--- config.mk ---
export PLATFORM = sky130hd
export DESIGN_NAME = tsch_slot_statistics_reconfig_unit
export DESIGN_NICKNAME = d
export VERILOG_FILES = /design/src/sv/tssr_pkg.sv /design/src/sv/tsch_slot_statistics_reconfig_unit.sv /design/src/sv/tssr_cfg.sv /design/src/sv/tssr_slot_unit.sv
export SDC_FILE = /design/constraint.sdc
export NUM_CORES = 2
export LEC_CHECK = 0
export ABC_AREA = 0
export BUFFER_PORTS_ARGS = -buffer_cell sky130_fd_sc_hd__buf_2
export CELL_PAD_IN_SITES_DETAIL_PLACEMENT = 0
export CELL_PAD_IN_SITES_GLOBAL_PLACEMENT = 1
export CORE_MARGIN = 4
export CORE_UTILIZATION = 54
export CTS_CLUSTER_SIZE = 12
export DETAILED_ROUTE_END_ITERATION = 8
export GPL_ROUTABILITY_DRIVEN = 1
export PLACE_DENSITY_LB_ADDON = 0.1
export SLEW_MARGIN = 25
export SYNTH_ARGS = -nofsm -noshare
export SYNTH_HDL_FRONTEND = slang
export SYNTH_SLANG_ARGS = --single-unit
export TNS_END_PERCENT = 1
--- constraint.sdc ---
create_clock -name clk -period 18.25 [get_ports clk]
set_clock_uncertainty 0.15 [all_clocks]
set_input_delay 0.9125 -clock clk [delete_from_list [all_inputs] [get_ports clk]]
set_output_delay 0.9125 -clock clk [all_outputs]
set_load 0.01 [all_outputs]
--- src/sv/tssr_pkg.sv ---
// ----------------------------------------------------------------------------
// tssr_pkg
// Shared types, codes and helpers for the slot statistics and reconfig unit
// ----------------------------------------------------------------------------
package tssr_pkg;

  localparam int NUM_SLOTS_DEF    = 32;
  localparam int NUM_CHANNELS_DEF = 16;

  // command codes
  localparam logic [2:0] CMD_TX     = 3'd0;
  localparam logic [2:0] CMD_RX     = 3'd1;
  localparam logic [2:0] CMD_COLL   = 3'd2;
  localparam logic [2:0] CMD_RCFG   = 3'd3;
  localparam logic [2:0] CMD_RSTAT  = 3'd4;
  localparam logic [2:0] CMD_RESIZE = 3'd5;
  localparam logic [2:0] CMD_QUERY  = 3'd6;
  localparam logic [2:0] CMD_NOP    = 3'd7;

  // result kinds
  localparam logic [2:0] EV_ACK   = 3'd0;
  localparam logic [2:0] EV_DEACT = 3'd1;
  localparam logic [2:0] EV_DED   = 3'd2;
  localparam logic [2:0] EV_CHAN  = 3'd3;
  localparam logic [2:0] EV_DONE  = 3'd4;

  // slot modes
  localparam logic [2:0] MODE_INACTIVE = 3'd0;
  localparam logic [2:0] MODE_SHARED   = 3'd1;
  localparam logic [2:0] MODE_ADV      = 3'd2;
  localparam logic [2:0] MODE_DED_TX   = 3'd3;
  localparam logic [2:0] MODE_DED_RX   = 3'd4;

  // register indexes
  localparam logic [2:0] REG_INIT_FS   = 3'd0;
  localparam logic [2:0] REG_USAGE_TH  = 3'd1;
  localparam logic [2:0] REG_DED_TH    = 3'd2;
  localparam logic [2:0] REG_INTERVAL  = 3'd3;
  localparam logic [2:0] REG_BCAST     = 3'd4;

  // register reset values
  localparam logic [5:0]  RST_INIT_FS  = 6'd16;
  localparam logic [15:0] RST_USAGE_TH = 16'd1;
  localparam logic [15:0] RST_DED_TH   = 16'd10;
  localparam logic [7:0]  RST_INTERVAL = 8'd5;
  localparam logic [15:0] RST_BCAST    = 16'hFFFF;

  localparam logic [15:0] COLL_MIN = 16'd5;

  // slot unit operations
  localparam logic [2:0] UOP_PASS  = 3'd0;
  localparam logic [2:0] UOP_TX    = 3'd1;
  localparam logic [2:0] UOP_RX    = 3'd2;
  localparam logic [2:0] UOP_COLL  = 3'd3;
  localparam logic [2:0] UOP_RCFG  = 3'd4;
  localparam logic [2:0] UOP_CLR   = 3'd5;
  localparam logic [2:0] UOP_FRESH = 3'd6;

  typedef struct packed {
    logic [15:0] tx;
    logic [15:0] rx;
    logic [15:0] coll;
    logic [15:0] att;
    logic [15:0] retry;
    logic [15:0] usage;
    logic [2:0]  mode;
    logic [3:0]  ch;
    logic [15:0] nb;
  } slot_t;

  typedef struct packed {
    logic [5:0]  init_fs;
    logic [15:0] usage_th;
    logic [15:0] ded_th;
    logic [7:0]  interval;
    logic [15:0] bcast;
    logic        load_req;
    logic        intv_req;
  } cfg_t;

  function automatic logic [15:0] sat_add16(input logic [15:0] a, input logic [7:0] b);
    logic [16:0] s;
    s = {1'b0, a} + {9'd0, b};
    return s[16] ? 16'hFFFF : s[15:0];
  endfunction

  function automatic logic [5:0] cnt_inc6(input logic [5:0] a, input logic [5:0] b);
    logic [6:0] s;
    s = {1'b0, a} + {1'b0, b};
    return (s > 7'd63) ? 6'd63 : s[5:0];
  endfunction

  function automatic logic [5:0] cnt_dec6(input logic [5:0] a);
    return (a == 6'd0) ? 6'd0 : a - 6'd1;
  endfunction

endpackage

--- src/sv/tsch_slot_statistics_reconfig_unit.sv ---
// ----------------------------------------------------------------------------
// tsch_slot_statistics_reconfig_unit
// Per-slot statistics table with sequenced reconfigure, clear and resize
// ----------------------------------------------------------------------------
// record, query, no-op and equal resize: accept, then the result is registered
// reconfigure: slots 1 to frame_size-1, one slot per cycle unless output stalls
// reset stats / resize: sweep of the slots, then an ack; one item at a time
// interval write: not ready for strobe and remainder, one dividend bit a cycle
// reset: table load of all NUM_SLOTS slots, again after initial_frame_size write
module tsch_slot_statistics_reconfig_unit
  import tssr_pkg::*;
#(
  parameter int NUM_SLOTS    = NUM_SLOTS_DEF,
  parameter int NUM_CHANNELS = NUM_CHANNELS_DEF
) (
  input  logic        clk,
  input  logic        rst_n,
  input  logic        psel,
  input  logic        penable,
  input  logic        pwrite,
  input  logic [4:0]  paddr,
  input  logic [31:0] pwdata,
  output logic [31:0] prdata,
  output logic        pready,
  input  logic        in_valid,
  output logic        in_ready,
  input  logic [2:0]  in_cmd,
  input  logic [7:0]  in_slot_index,
  input  logic [15:0] in_neighbor_address,
  input  logic [7:0]  in_retries,
  input  logic [7:0]  in_new_frame_size,
  output logic        out_valid,
  input  logic        out_ready,
  output logic [2:0]  out_event_kind,
  output logic [4:0]  out_slot_number,
  output logic [2:0]  out_slot_mode_out,
  output logic [3:0]  out_channel_out,
  output logic [15:0] out_neighbor_out,
  output logic [5:0]  out_active_count,
  output logic [5:0]  out_dedicated_count,
  output logic [5:0]  out_shared_count,
  output logic        out_reconfig_due,
  output logic        out_last
);

  localparam int IW = $clog2(NUM_SLOTS);
  localparam int CW = $clog2(NUM_SLOTS + 1);
  localparam logic [5:0] NS6 = 6'(NUM_SLOTS);

  localparam logic [3:0] ST_IDLE   = 4'd0;
  localparam logic [3:0] ST_LOAD   = 4'd1;
  localparam logic [3:0] ST_REC    = 4'd2;
  localparam logic [3:0] ST_RCFG   = 4'd3;
  localparam logic [3:0] ST_CLR    = 4'd4;
  localparam logic [3:0] ST_GROW   = 4'd5;
  localparam logic [3:0] ST_SHRINK = 4'd6;
  localparam logic [3:0] ST_DONE   = 4'd7;
  localparam logic [3:0] ST_ACK    = 4'd8;
  localparam logic [3:0] ST_MODC   = 4'd9;

  cfg_t cfg;

  tssr_cfg u_cfg (
    .clk, .rst_n, .psel, .penable, .pwrite, .paddr, .pwdata, .prdata, .pready, .cfg
  );

  function automatic logic [5:0] clamp_fs(input logic [5:0] v);
    if (v == 6'd0) return 6'd1;
    if (v > NS6)   return NS6;
    return v;
  endfunction

  slot_t       tab_r [NUM_SLOTS];
  logic [3:0]  state_r, state_nxt;
  logic [CW-1:0] ptr_r, ptr_nxt, end_r, end_nxt;
  logic [2:0]  cmd_r;
  logic [7:0]  sidx_r, retries_r;
  logic [15:0] nb_r;
  logic [5:0]  fs_r, fs_nxt, act_r, act_nxt, ded_r, ded_nxt, shr_r, shr_nxt;
  logic [15:0] cc_r, cc_nxt;
  logic [7:0]  phase_r, phase_nxt;
  logic [3:0]  bit_r, bit_nxt;

  logic [IW-1:0] rd_idx;
  slot_t       cur, unit_nxt, wr_slot;
  logic [2:0]  uop, ukind;
  logic        uhit, wr_en;

  logic        out_free, emit;
  logic [2:0]  e_kind, e_mode;
  logic [4:0]  e_slot;
  logic [3:0]  e_ch;
  logic [15:0] e_nb;
  logic        due;

  logic        out_valid_r;
  logic [2:0]  o_kind_r, o_mode_r;
  logic [4:0]  o_slot_r;
  logic [3:0]  o_ch_r;
  logic [15:0] o_nb_r;
  logic [5:0]  o_act_r, o_ded_r, o_shr_r;
  logic        o_due_r, o_last_r;

  logic        ok, accept;
  logic [5:0]  req_fs, ld_fs;
  logic [8:0]  rem_sh, phase_inc;
  logic [5:0]  fs_grow;

  assign ok       = sidx_r < 8'(NUM_SLOTS);
  // a register strobe takes over the sequencer in the next cycle
  assign in_ready = (state_r == ST_IDLE) && !cfg.load_req && !cfg.intv_req;
  assign accept   = in_valid && in_ready;
  assign out_free = !out_valid_r || out_ready;
  assign rd_idx   = (state_r == ST_REC) ? sidx_r[IW-1:0] : ptr_r[IW-1:0];
  assign cur      = tab_r[rd_idx];
  assign due      = (cfg.interval != 8'd0) && (cc_r != 16'd0) && (phase_r == 8'd0);
  assign req_fs   = (in_new_frame_size > 8'(NUM_SLOTS)) ? NS6 : in_new_frame_size[5:0];
  assign ld_fs    = clamp_fs(cfg.init_fs);
  assign rem_sh   = {phase_r, cc_r[bit_r]};
  assign phase_inc = {1'b0, phase_r} + 9'd1;
  assign fs_grow  = req_fs - fs_r;

  always_comb begin
    unique case (state_r)
      ST_REC: begin
        unique case (cmd_r)
          CMD_TX:   uop = UOP_TX;
          CMD_RX:   uop = UOP_RX;
          CMD_COLL: uop = UOP_COLL;
          default:  uop = UOP_PASS;
        endcase
      end
      ST_RCFG:          uop = UOP_RCFG;
      ST_CLR:           uop = UOP_CLR;
      ST_LOAD, ST_GROW: uop = UOP_FRESH;
      default:          uop = UOP_PASS;
    endcase
  end

  tssr_slot_unit #(.NUM_CHANNELS(NUM_CHANNELS)) u_unit (
    .uop, .cur, .cfg, .nb_in(nb_r), .retries(retries_r),
    .nxt(unit_nxt), .hit(uhit), .kind(ukind)
  );

  always_comb begin
    state_nxt = state_r;
    ptr_nxt   = ptr_r;
    end_nxt   = end_r;
    fs_nxt    = fs_r;
    act_nxt   = act_r;
    ded_nxt   = ded_r;
    shr_nxt   = shr_r;
    cc_nxt    = cc_r;
    phase_nxt = phase_r;
    bit_nxt   = bit_r;
    wr_en     = 1'b0;
    wr_slot   = unit_nxt;
    emit      = 1'b0;
    e_kind    = EV_ACK;
    e_slot    = 5'd0;
    e_mode    = MODE_INACTIVE;
    e_ch      = 4'd0;
    e_nb      = 16'd0;

    unique case (state_r)
      ST_IDLE: begin
        if (accept) begin
          unique case (in_cmd)
            CMD_RCFG: begin
              ptr_nxt   = CW'(1);
              state_nxt = ST_RCFG;
            end
            CMD_RSTAT: begin
              ptr_nxt   = '0;
              state_nxt = ST_CLR;
            end
            CMD_RESIZE: begin
              fs_nxt = req_fs;
              priority if (req_fs > fs_r) begin
                ptr_nxt   = CW'(fs_r);
                end_nxt   = CW'(req_fs);
                act_nxt   = cnt_inc6(act_r, fs_grow);
                shr_nxt   = cnt_inc6(shr_r, fs_grow);
                state_nxt = ST_GROW;
              end else if (req_fs < fs_r) begin
                ptr_nxt   = CW'(req_fs);
                end_nxt   = CW'(fs_r);
                state_nxt = ST_SHRINK;
              end else begin
                state_nxt = ST_ACK;
              end
            end
            CMD_NOP: state_nxt = ST_ACK;
            default: state_nxt = ST_REC;
          endcase
        end
      end
      ST_REC: begin
        if (out_free) begin
          emit      = 1'b1;
          e_slot    = sidx_r[4:0];
          state_nxt = ST_IDLE;
          if (ok) begin
            wr_en  = 1'b1;
            e_mode = (cmd_r == CMD_QUERY && sidx_r >= {2'b00, fs_r}) ?
                     MODE_INACTIVE : unit_nxt.mode;
            e_ch   = unit_nxt.ch;
            e_nb   = unit_nxt.nb;
          end
        end
      end
      ST_RCFG: begin
        if (ptr_r >= CW'(fs_r) || ptr_r >= CW'(NUM_SLOTS)) begin
          state_nxt = ST_DONE;
        end else if (!uhit) begin
          ptr_nxt = ptr_r + CW'(1);
        end else if (out_free) begin
          wr_en   = 1'b1;
          emit    = 1'b1;
          ptr_nxt = ptr_r + CW'(1);
          e_kind  = ukind;
          e_slot  = 5'(ptr_r);
          e_mode  = unit_nxt.mode;
          e_ch    = unit_nxt.ch;
          e_nb    = unit_nxt.nb;
          if (ukind == EV_DEACT) begin
            act_nxt = cnt_dec6(act_r);
          end else if (ukind == EV_DED) begin
            ded_nxt = cnt_inc6(ded_r, 6'd1);
            shr_nxt = cnt_dec6(shr_r);
          end
        end
      end
      ST_CLR: begin
        if (ptr_r >= CW'(fs_r)) begin
          if (cc_r != 16'hFFFF) begin
            cc_nxt    = cc_r + 16'd1;
            phase_nxt = (phase_inc == {1'b0, cfg.interval}) ? 8'd0 : phase_inc[7:0];
          end
          state_nxt = ST_ACK;
        end else begin
          wr_en   = 1'b1;
          ptr_nxt = ptr_r + CW'(1);
        end
      end
      ST_GROW, ST_LOAD: begin
        if (ptr_r >= end_r) begin
          state_nxt = (state_r == ST_LOAD) ? ST_IDLE : ST_ACK;
        end else begin
          wr_en   = 1'b1;
          ptr_nxt = ptr_r + CW'(1);
          if (state_r == ST_LOAD) begin
            priority if (ptr_r == '0)        wr_slot.mode = MODE_ADV;
            else if (ptr_r < CW'(fs_r))      wr_slot.mode = MODE_SHARED;
            else                             wr_slot.mode = MODE_INACTIVE;
          end
        end
      end
      ST_SHRINK: begin
        if (ptr_r >= end_r) begin
          state_nxt = ST_ACK;
        end else begin
          wr_en        = 1'b1;
          wr_slot      = cur;
          wr_slot.mode = MODE_INACTIVE;
          ptr_nxt      = ptr_r + CW'(1);
          if (cur.mode != MODE_INACTIVE) begin
            act_nxt = cnt_dec6(act_r);
            if (cur.mode == MODE_DED_TX || cur.mode == MODE_DED_RX)
              ded_nxt = cnt_dec6(ded_r);
            else
              shr_nxt = cnt_dec6(shr_r);
          end
        end
      end
      ST_DONE: begin
        if (out_free) begin
          emit      = 1'b1;
          e_kind    = EV_DONE;
          state_nxt = ST_IDLE;
        end
      end
      ST_ACK: begin
        if (out_free) begin
          emit      = 1'b1;
          state_nxt = ST_IDLE;
        end
      end
      ST_MODC: begin
        // restoring remainder of cycle count by the interval, msb first
        phase_nxt = (rem_sh >= {1'b0, cfg.interval}) ?
                    8'(rem_sh - {1'b0, cfg.interval}) : rem_sh[7:0];
        bit_nxt   = bit_r - 4'd1;
        if (bit_r == 4'd0) state_nxt = ST_IDLE;
      end
      default: state_nxt = ST_IDLE;
    endcase

    // initial_frame_size and interval writes override the sequencer
    if (cfg.load_req) begin
      state_nxt = ST_LOAD;
      ptr_nxt   = '0;
      end_nxt   = CW'(NUM_SLOTS);
      fs_nxt    = ld_fs;
      act_nxt   = ld_fs;
      shr_nxt   = ld_fs - 6'd1;
      ded_nxt   = 6'd0;
      cc_nxt    = 16'd0;
      phase_nxt = 8'd0;
    end else if (cfg.intv_req && state_r != ST_LOAD) begin
      // a running table load already leaves the cycle count and phase at zero
      state_nxt = ST_MODC;
      phase_nxt = 8'd0;
      bit_nxt   = 4'd15;
    end
  end

  always_ff @(posedge clk) begin
    if (!rst_n) begin
      state_r     <= ST_LOAD;
      ptr_r       <= '0;
      end_r       <= CW'(NUM_SLOTS);
      fs_r        <= clamp_fs(RST_INIT_FS);
      act_r       <= clamp_fs(RST_INIT_FS);
      shr_r       <= clamp_fs(RST_INIT_FS) - 6'd1;
      ded_r       <= 6'd0;
      cc_r        <= 16'd0;
      phase_r     <= 8'd0;
      bit_r       <= 4'd0;
      out_valid_r <= 1'b0;
    end else begin
      state_r     <= state_nxt;
      ptr_r       <= ptr_nxt;
      end_r       <= end_nxt;
      fs_r        <= fs_nxt;
      act_r       <= act_nxt;
      ded_r       <= ded_nxt;
      shr_r       <= shr_nxt;
      cc_r        <= cc_nxt;
      phase_r     <= phase_nxt;
      bit_r       <= bit_nxt;
      out_valid_r <= emit ? 1'b1 : (out_ready ? 1'b0 : out_valid_r);
    end
  end

  always_ff @(posedge clk) begin
    if (accept) begin
      cmd_r     <= in_cmd;
      sidx_r    <= in_slot_index;
      nb_r      <= in_neighbor_address;
      retries_r <= in_retries;
    end
    if (wr_en) tab_r[rd_idx] <= wr_slot;
    if (emit) begin
      o_kind_r <= e_kind;
      o_slot_r <= e_slot;
      o_mode_r <= e_mode;
      o_ch_r   <= e_ch;
      o_nb_r   <= e_nb;
      o_act_r  <= act_nxt;
      o_ded_r  <= ded_nxt;
      o_shr_r  <= shr_nxt;
      o_due_r  <= due;
      o_last_r <= (state_r != ST_RCFG);
    end
  end

  assign out_valid           = out_valid_r;
  assign out_event_kind      = o_kind_r;
  assign out_slot_number     = o_slot_r;
  assign out_slot_mode_out   = o_mode_r;
  assign out_channel_out     = o_ch_r;
  assign out_neighbor_out    = o_nb_r;
  assign out_active_count    = o_act_r;
  assign out_dedicated_count = o_ded_r;
  assign out_shared_count    = o_shr_r;
  assign out_reconfig_due    = o_due_r;
  assign out_last            = o_last_r;

endmodule

--- src/sv/tssr_cfg.sv ---
// ----------------------------------------------------------------------------
// tssr_cfg
// APB register file with reload and interval change strobes
// ----------------------------------------------------------------------------
module tssr_cfg
  import tssr_pkg::*;
(
  input  logic        clk,
  input  logic        rst_n,
  input  logic        psel,
  input  logic        penable,
  input  logic        pwrite,
  input  logic [4:0]  paddr,
  input  logic [31:0] pwdata,
  output logic [31:0] prdata,
  output logic        pready,
  output cfg_t        cfg
);

  logic [5:0]  init_fs_r;
  logic [15:0] usage_th_r;
  logic [15:0] ded_th_r;
  logic [7:0]  interval_r;
  logic [15:0] bcast_r;
  logic [2:0]  idx;
  logic        wr;

  assign pready = 1'b1;
  assign idx    = paddr[4:2];
  assign wr     = psel && penable && pwrite;

  always_ff @(posedge clk) begin
    if (!rst_n) begin
      init_fs_r  <= RST_INIT_FS;
      usage_th_r <= RST_USAGE_TH;
      ded_th_r   <= RST_DED_TH;
      interval_r <= RST_INTERVAL;
      bcast_r    <= RST_BCAST;
    end else if (wr) begin
      unique case (idx)
        REG_INIT_FS:  init_fs_r  <= pwdata[5:0];
        REG_USAGE_TH: usage_th_r <= pwdata[15:0];
        REG_DED_TH:   ded_th_r   <= pwdata[15:0];
        REG_INTERVAL: interval_r <= pwdata[7:0];
        REG_BCAST:    bcast_r    <= pwdata[15:0];
        default: ;
      endcase
    end
  end

  always_comb begin
    unique case (idx)
      REG_INIT_FS:  prdata = {26'd0, init_fs_r};
      REG_USAGE_TH: prdata = {16'd0, usage_th_r};
      REG_DED_TH:   prdata = {16'd0, ded_th_r};
      REG_INTERVAL: prdata = {24'd0, interval_r};
      REG_BCAST:    prdata = {16'd0, bcast_r};
      default:      prdata = 32'd0;
    endcase
  end

  // strobes arrive together with the new register value
  logic load_r, intv_r;
  always_ff @(posedge clk) begin
    if (!rst_n) begin
      load_r <= 1'b0;
      intv_r <= 1'b0;
    end else begin
      load_r <= wr && (idx == REG_INIT_FS);
      intv_r <= wr && (idx == REG_INTERVAL);
    end
  end

  assign cfg.init_fs  = init_fs_r;
  assign cfg.usage_th = usage_th_r;
  assign cfg.ded_th   = ded_th_r;
  assign cfg.interval = interval_r;
  assign cfg.bcast    = bcast_r;
  assign cfg.load_req = load_r;
  assign cfg.intv_req = intv_r;

endmodule

--- src/sv/tssr_slot_unit.sv ---
// ----------------------------------------------------------------------------
// tssr_slot_unit
// Shared per-slot update and reconfiguration decision unit
// ----------------------------------------------------------------------------
module tssr_slot_unit
  import tssr_pkg::*;
#(
  parameter int NUM_CHANNELS = NUM_CHANNELS_DEF
) (
  input  logic [2:0]  uop,
  input  slot_t       cur,
  input  cfg_t        cfg,
  input  logic [15:0] nb_in,
  input  logic [7:0]  retries,
  output slot_t       nxt,
  output logic        hit,
  output logic [2:0]  kind
);

  logic [18:0] coll5;
  logic [4:0]  ch_inc;
  logic        latch;

  assign coll5  = {1'b0, cur.coll, 2'b00} + {3'd0, cur.coll};
  assign ch_inc = {1'b0, cur.ch} + 5'd1;
  assign latch  = (nb_in != 16'd0) && (cur.nb == 16'd0);

  always_comb begin
    nxt  = cur;
    hit  = 1'b0;
    kind = EV_ACK;
    unique case (uop)
      UOP_TX: begin
        nxt.tx    = sat_add16(cur.tx, 8'd1);
        nxt.att   = sat_add16(cur.att, 8'd1);
        nxt.usage = sat_add16(cur.usage, 8'd1);
        nxt.retry = sat_add16(cur.retry, retries);
        if (latch) nxt.nb = nb_in;
      end
      UOP_RX: begin
        nxt.rx    = sat_add16(cur.rx, 8'd1);
        nxt.att   = sat_add16(cur.att, 8'd1);
        nxt.usage = sat_add16(cur.usage, 8'd1);
        if (latch) nxt.nb = nb_in;
      end
      UOP_COLL: begin
        nxt.coll = sat_add16(cur.coll, 8'd1);
        nxt.att  = sat_add16(cur.att, 8'd1);
      end
      UOP_RCFG: begin
        priority if (cur.mode == MODE_INACTIVE) begin
        end else if (cur.usage < cfg.usage_th) begin
          nxt.mode = MODE_INACTIVE;
          hit      = 1'b1;
          kind     = EV_DEACT;
        end else if (cur.tx >= cfg.ded_th && cur.mode == MODE_SHARED &&
                     cur.nb != 16'd0 && cur.nb != cfg.bcast) begin
          nxt.mode = MODE_DED_TX;
          hit      = 1'b1;
          kind     = EV_DED;
        end else if (cur.coll > COLL_MIN && coll5 > {3'd0, cur.att}) begin
          nxt.ch = (ch_inc == 5'(NUM_CHANNELS)) ? 4'd0 : ch_inc[3:0];
          hit    = 1'b1;
          kind   = EV_CHAN;
        end
      end
      UOP_CLR: begin
        nxt.tx = '0; nxt.rx = '0; nxt.coll = '0;
        nxt.att = '0; nxt.retry = '0; nxt.usage = '0;
      end
      UOP_FRESH: begin
        nxt      = '0;
        nxt.mode = MODE_SHARED;
      end
      default: ;
    endcase
  end

endmodule
==> metrics.cfg <==
[placement]
portBuffers=129
dp_cells=10360
placed_area_mm2=0.1284
dpl.hpwl_mm=198.0
finalWeightedCongestion=0.8897

[critical_path]
arrival_ps=12580
rrSetupSlack_ps=6020
crit_top_cell=buf_4
worstPathMaxFanout=141
crit_buf_inv=8
path_class=reg2reg
critPathTopFamily=buffers and inverters
crit_path_top_delay_cell=nor3_1
cp.required_ps=18600
endpoint_kind=flop
startpoint_type=flop
slowest_delay_ps=820

[grt]
grt_pass1_vias=70030
grt_max_degree=153
grt_overflow=0
grt_pass1_wl_mm=515.6
antenna_found_initial=10
track_usage=0.3054

[sta]
hold_viol=0
min_period_ps=12230
rsz0062_at_grt=false
slew_headroom=0.2475
worst_pin_slew_ps=1118
max_freq_ghz=0.08178
setup_tns_ps=0
finalMaxSlewViolations=0
setup_violations=0
layout_worst_path_cycle_share=0.6700

[drt]
num_vias=72890
drtAntennaViolNets=0
vias_per_cell=6.676
drt_pass1_iterations=6
drt-total-wl_mm=365.8
drcViolationCount=0
drt_iter0_markers=9766
wl_per_cell_um=33.50

[die]
ios=173
core_area_mm2=0.2273
start_util=0.5430
die_x_um=486.0
die_area_mm2=0.2362
placementRows=175
die_h_um=486.0

[final_layout]
drive_gt1_frac=0.1735
syn2layout_area_growth_pct=12.19
final_cells=10920
finalNetCount=7929
fillCellCount=16570
final_cell_area_mm2=0.1385
final_cell_mix=edfxtp_1, nand2_1, mux2i_1
final_common_cell=edfxtp_1

[min_path]
hold_path_class=in2reg

[synthesis]
ys.flop_type=edfxtp_1
synth_top_area_share=0.6964
ys_seq_elements=2995
synth_top_area_cell=edfxtp_1
synth_cells=7370
yosysSeqAreaShare=0.7180
synthTopCellsByArea=edfxtp_1, mux4_2, mux2i_1
synth_edf_count=2862
avgSynthCellArea_um2=16.74
netlist_area_mm2=0.1234
ys_warn_count=0
async_reset_ff_frac=0
ys_types=97

[clock_tree]
clock-sinks=2995
path_clk_slew_ps=60
numCtsBuffers=329
cts_setup_buffers=0
cts_buffer_depth=4
clk-insertion-delay-late_ps=960
htreeDepth=5
cts_tree=built
cts-root-buf=clkbuf_16

[power_and_ir_drop]
vdd_drop_max_mv=0.08911
p_leak_nw=47.13
powerDensity_mw_per_mm2=127.5

[flow_run]
cap_viol_max_count=0

[status]
outcome=completed

## cell usage after synthesis (all sizes together), types with 19 or more instances
cell,instances
a211oi,28
a21o,33
a21oi,282
a22o,19
a22oi,230
a31oi,32
a32oi,77
buf,217
clkbuf,206
dfxtp,133
edfxtp,2862
ha,128
inv,137
mux2,19
mux2i,482
mux4,413
nand2,612
nand2b,77
nand3,127
nand4,111
nor2,239
nor2b,40
nor3,104
nor4,80
o211ai,41
o21ai,105
o22ai,156
xnor2,36
xor2,34
## flip-flops by register name (all words and copies together), names as in the netlist, 8 cells and up
signal,cells
cc_r,16
nb_r,16
out_neighbor_out,16
phase_r,8
sidx_r,8
tab_r,2784
u_cfg.bcast_r,16
u_cfg.ded_th_r,16
u_cfg.interval_r,8
u_cfg.usage_th_r,16
## worst paths after layout
| path | startpoint | endpoint | cells after the start |
|---|---|---|---|
| worst max-delay path | state_r[1] | tab_r[0][26] | 33 |
| worst min-delay path | in_cmd[1] | cmd_r[1] | 1 |
| worst max register to register | state_r[1] | tab_r[0][26] | 33 |
| worst min register to register | u_cfg.ded_th_r[4] | u_cfg.ded_th_r[4] | 2 |
## worst reg2reg max path: cells and delay by family (launching register included)
family	cells	cell delay, ps
multiplexers	2	570
adder cells (fa/ha/maj)	2	630
flip-flops	1	650
buffers and inverters	8	3830
AO/OA/AOI/OAI	10	2890
AND/OR/NAND/NOR	10	2810
XOR/XNOR	1	120
## kinds of logic (layout without fill, tap and decap cells)
group | Yosys count | in the layout | synth area share
flip-flops | 2995 | 2995 | 0.7180
AND/OR/NAND/NOR | 1532 | 1532 | 0.06012
AO/OA/AOI/OAI | 1162 | 1162 | 0.06351
multiplexers | 914 | 914 | 0.1165
buffers and inverters | 562 | 1080 | 0.02309
adder cells (fa/ha/maj) | 133 | 133 | 0.01379
XOR/XNOR | 70 | 70 | 0.004968
other | 2 | 23 | 0.00006086
## metal layers
layer | global-route usage | up-vias | part of all wire
met3 | 0.05548 | 661 | 0.097
met4 | 0.08909 | 2 | 0.030
li1 | - | 30220 | -
met5 | 0 | - | 0.000030
met1 | 0.4446 | 38030 | 0.41
met2 | 0.4780 | 3973 | 0.47
## stage by stage
step	power [mW]	hold slack (ps)	worst slack (ps)	utilization
4_1_cts	17.68	19.37	5937	0.6082
3_3_place_gp	11.57	293.1	5730	0.5642
5_1_grt	18.27	54.45	5432	0.6091
3_5_place_dp	11.63	299.4	6037	0.5650
2_1_floorplan	10.44	286.3	4531	-
6_report	17.65	87.83	6022	0.6092
## where the power goes
group,internal (mW),switching (mW)
Clock,3.54,2.55
Combinational,1.20,2.43
Sequential,7.87,0.0587
Total,12.6,5.04
## timing repair
action,4_1_cts,5_1_grt
hold buffers,24,0
endpoints found under the hold margin,24,0
gates resized for setup,0,0
## area by class of cell
class                           instances  area [um2]  share of cell area
Multi-Input combinational cell       3828       32800              0.2369
Clock buffer                          433        8842             0.06387
Clock inverter                         92       743.2            0.005368
Tap cell                             3009        3765             0.02719
Sequential cell                      2995       88610              0.6400
Timing Repair Buffer                  416        3153             0.02277
Antenna cell                            6       15.01           0.0001084
Inverter                              139       521.8            0.003769
Power figures use the tool's default switching activity.
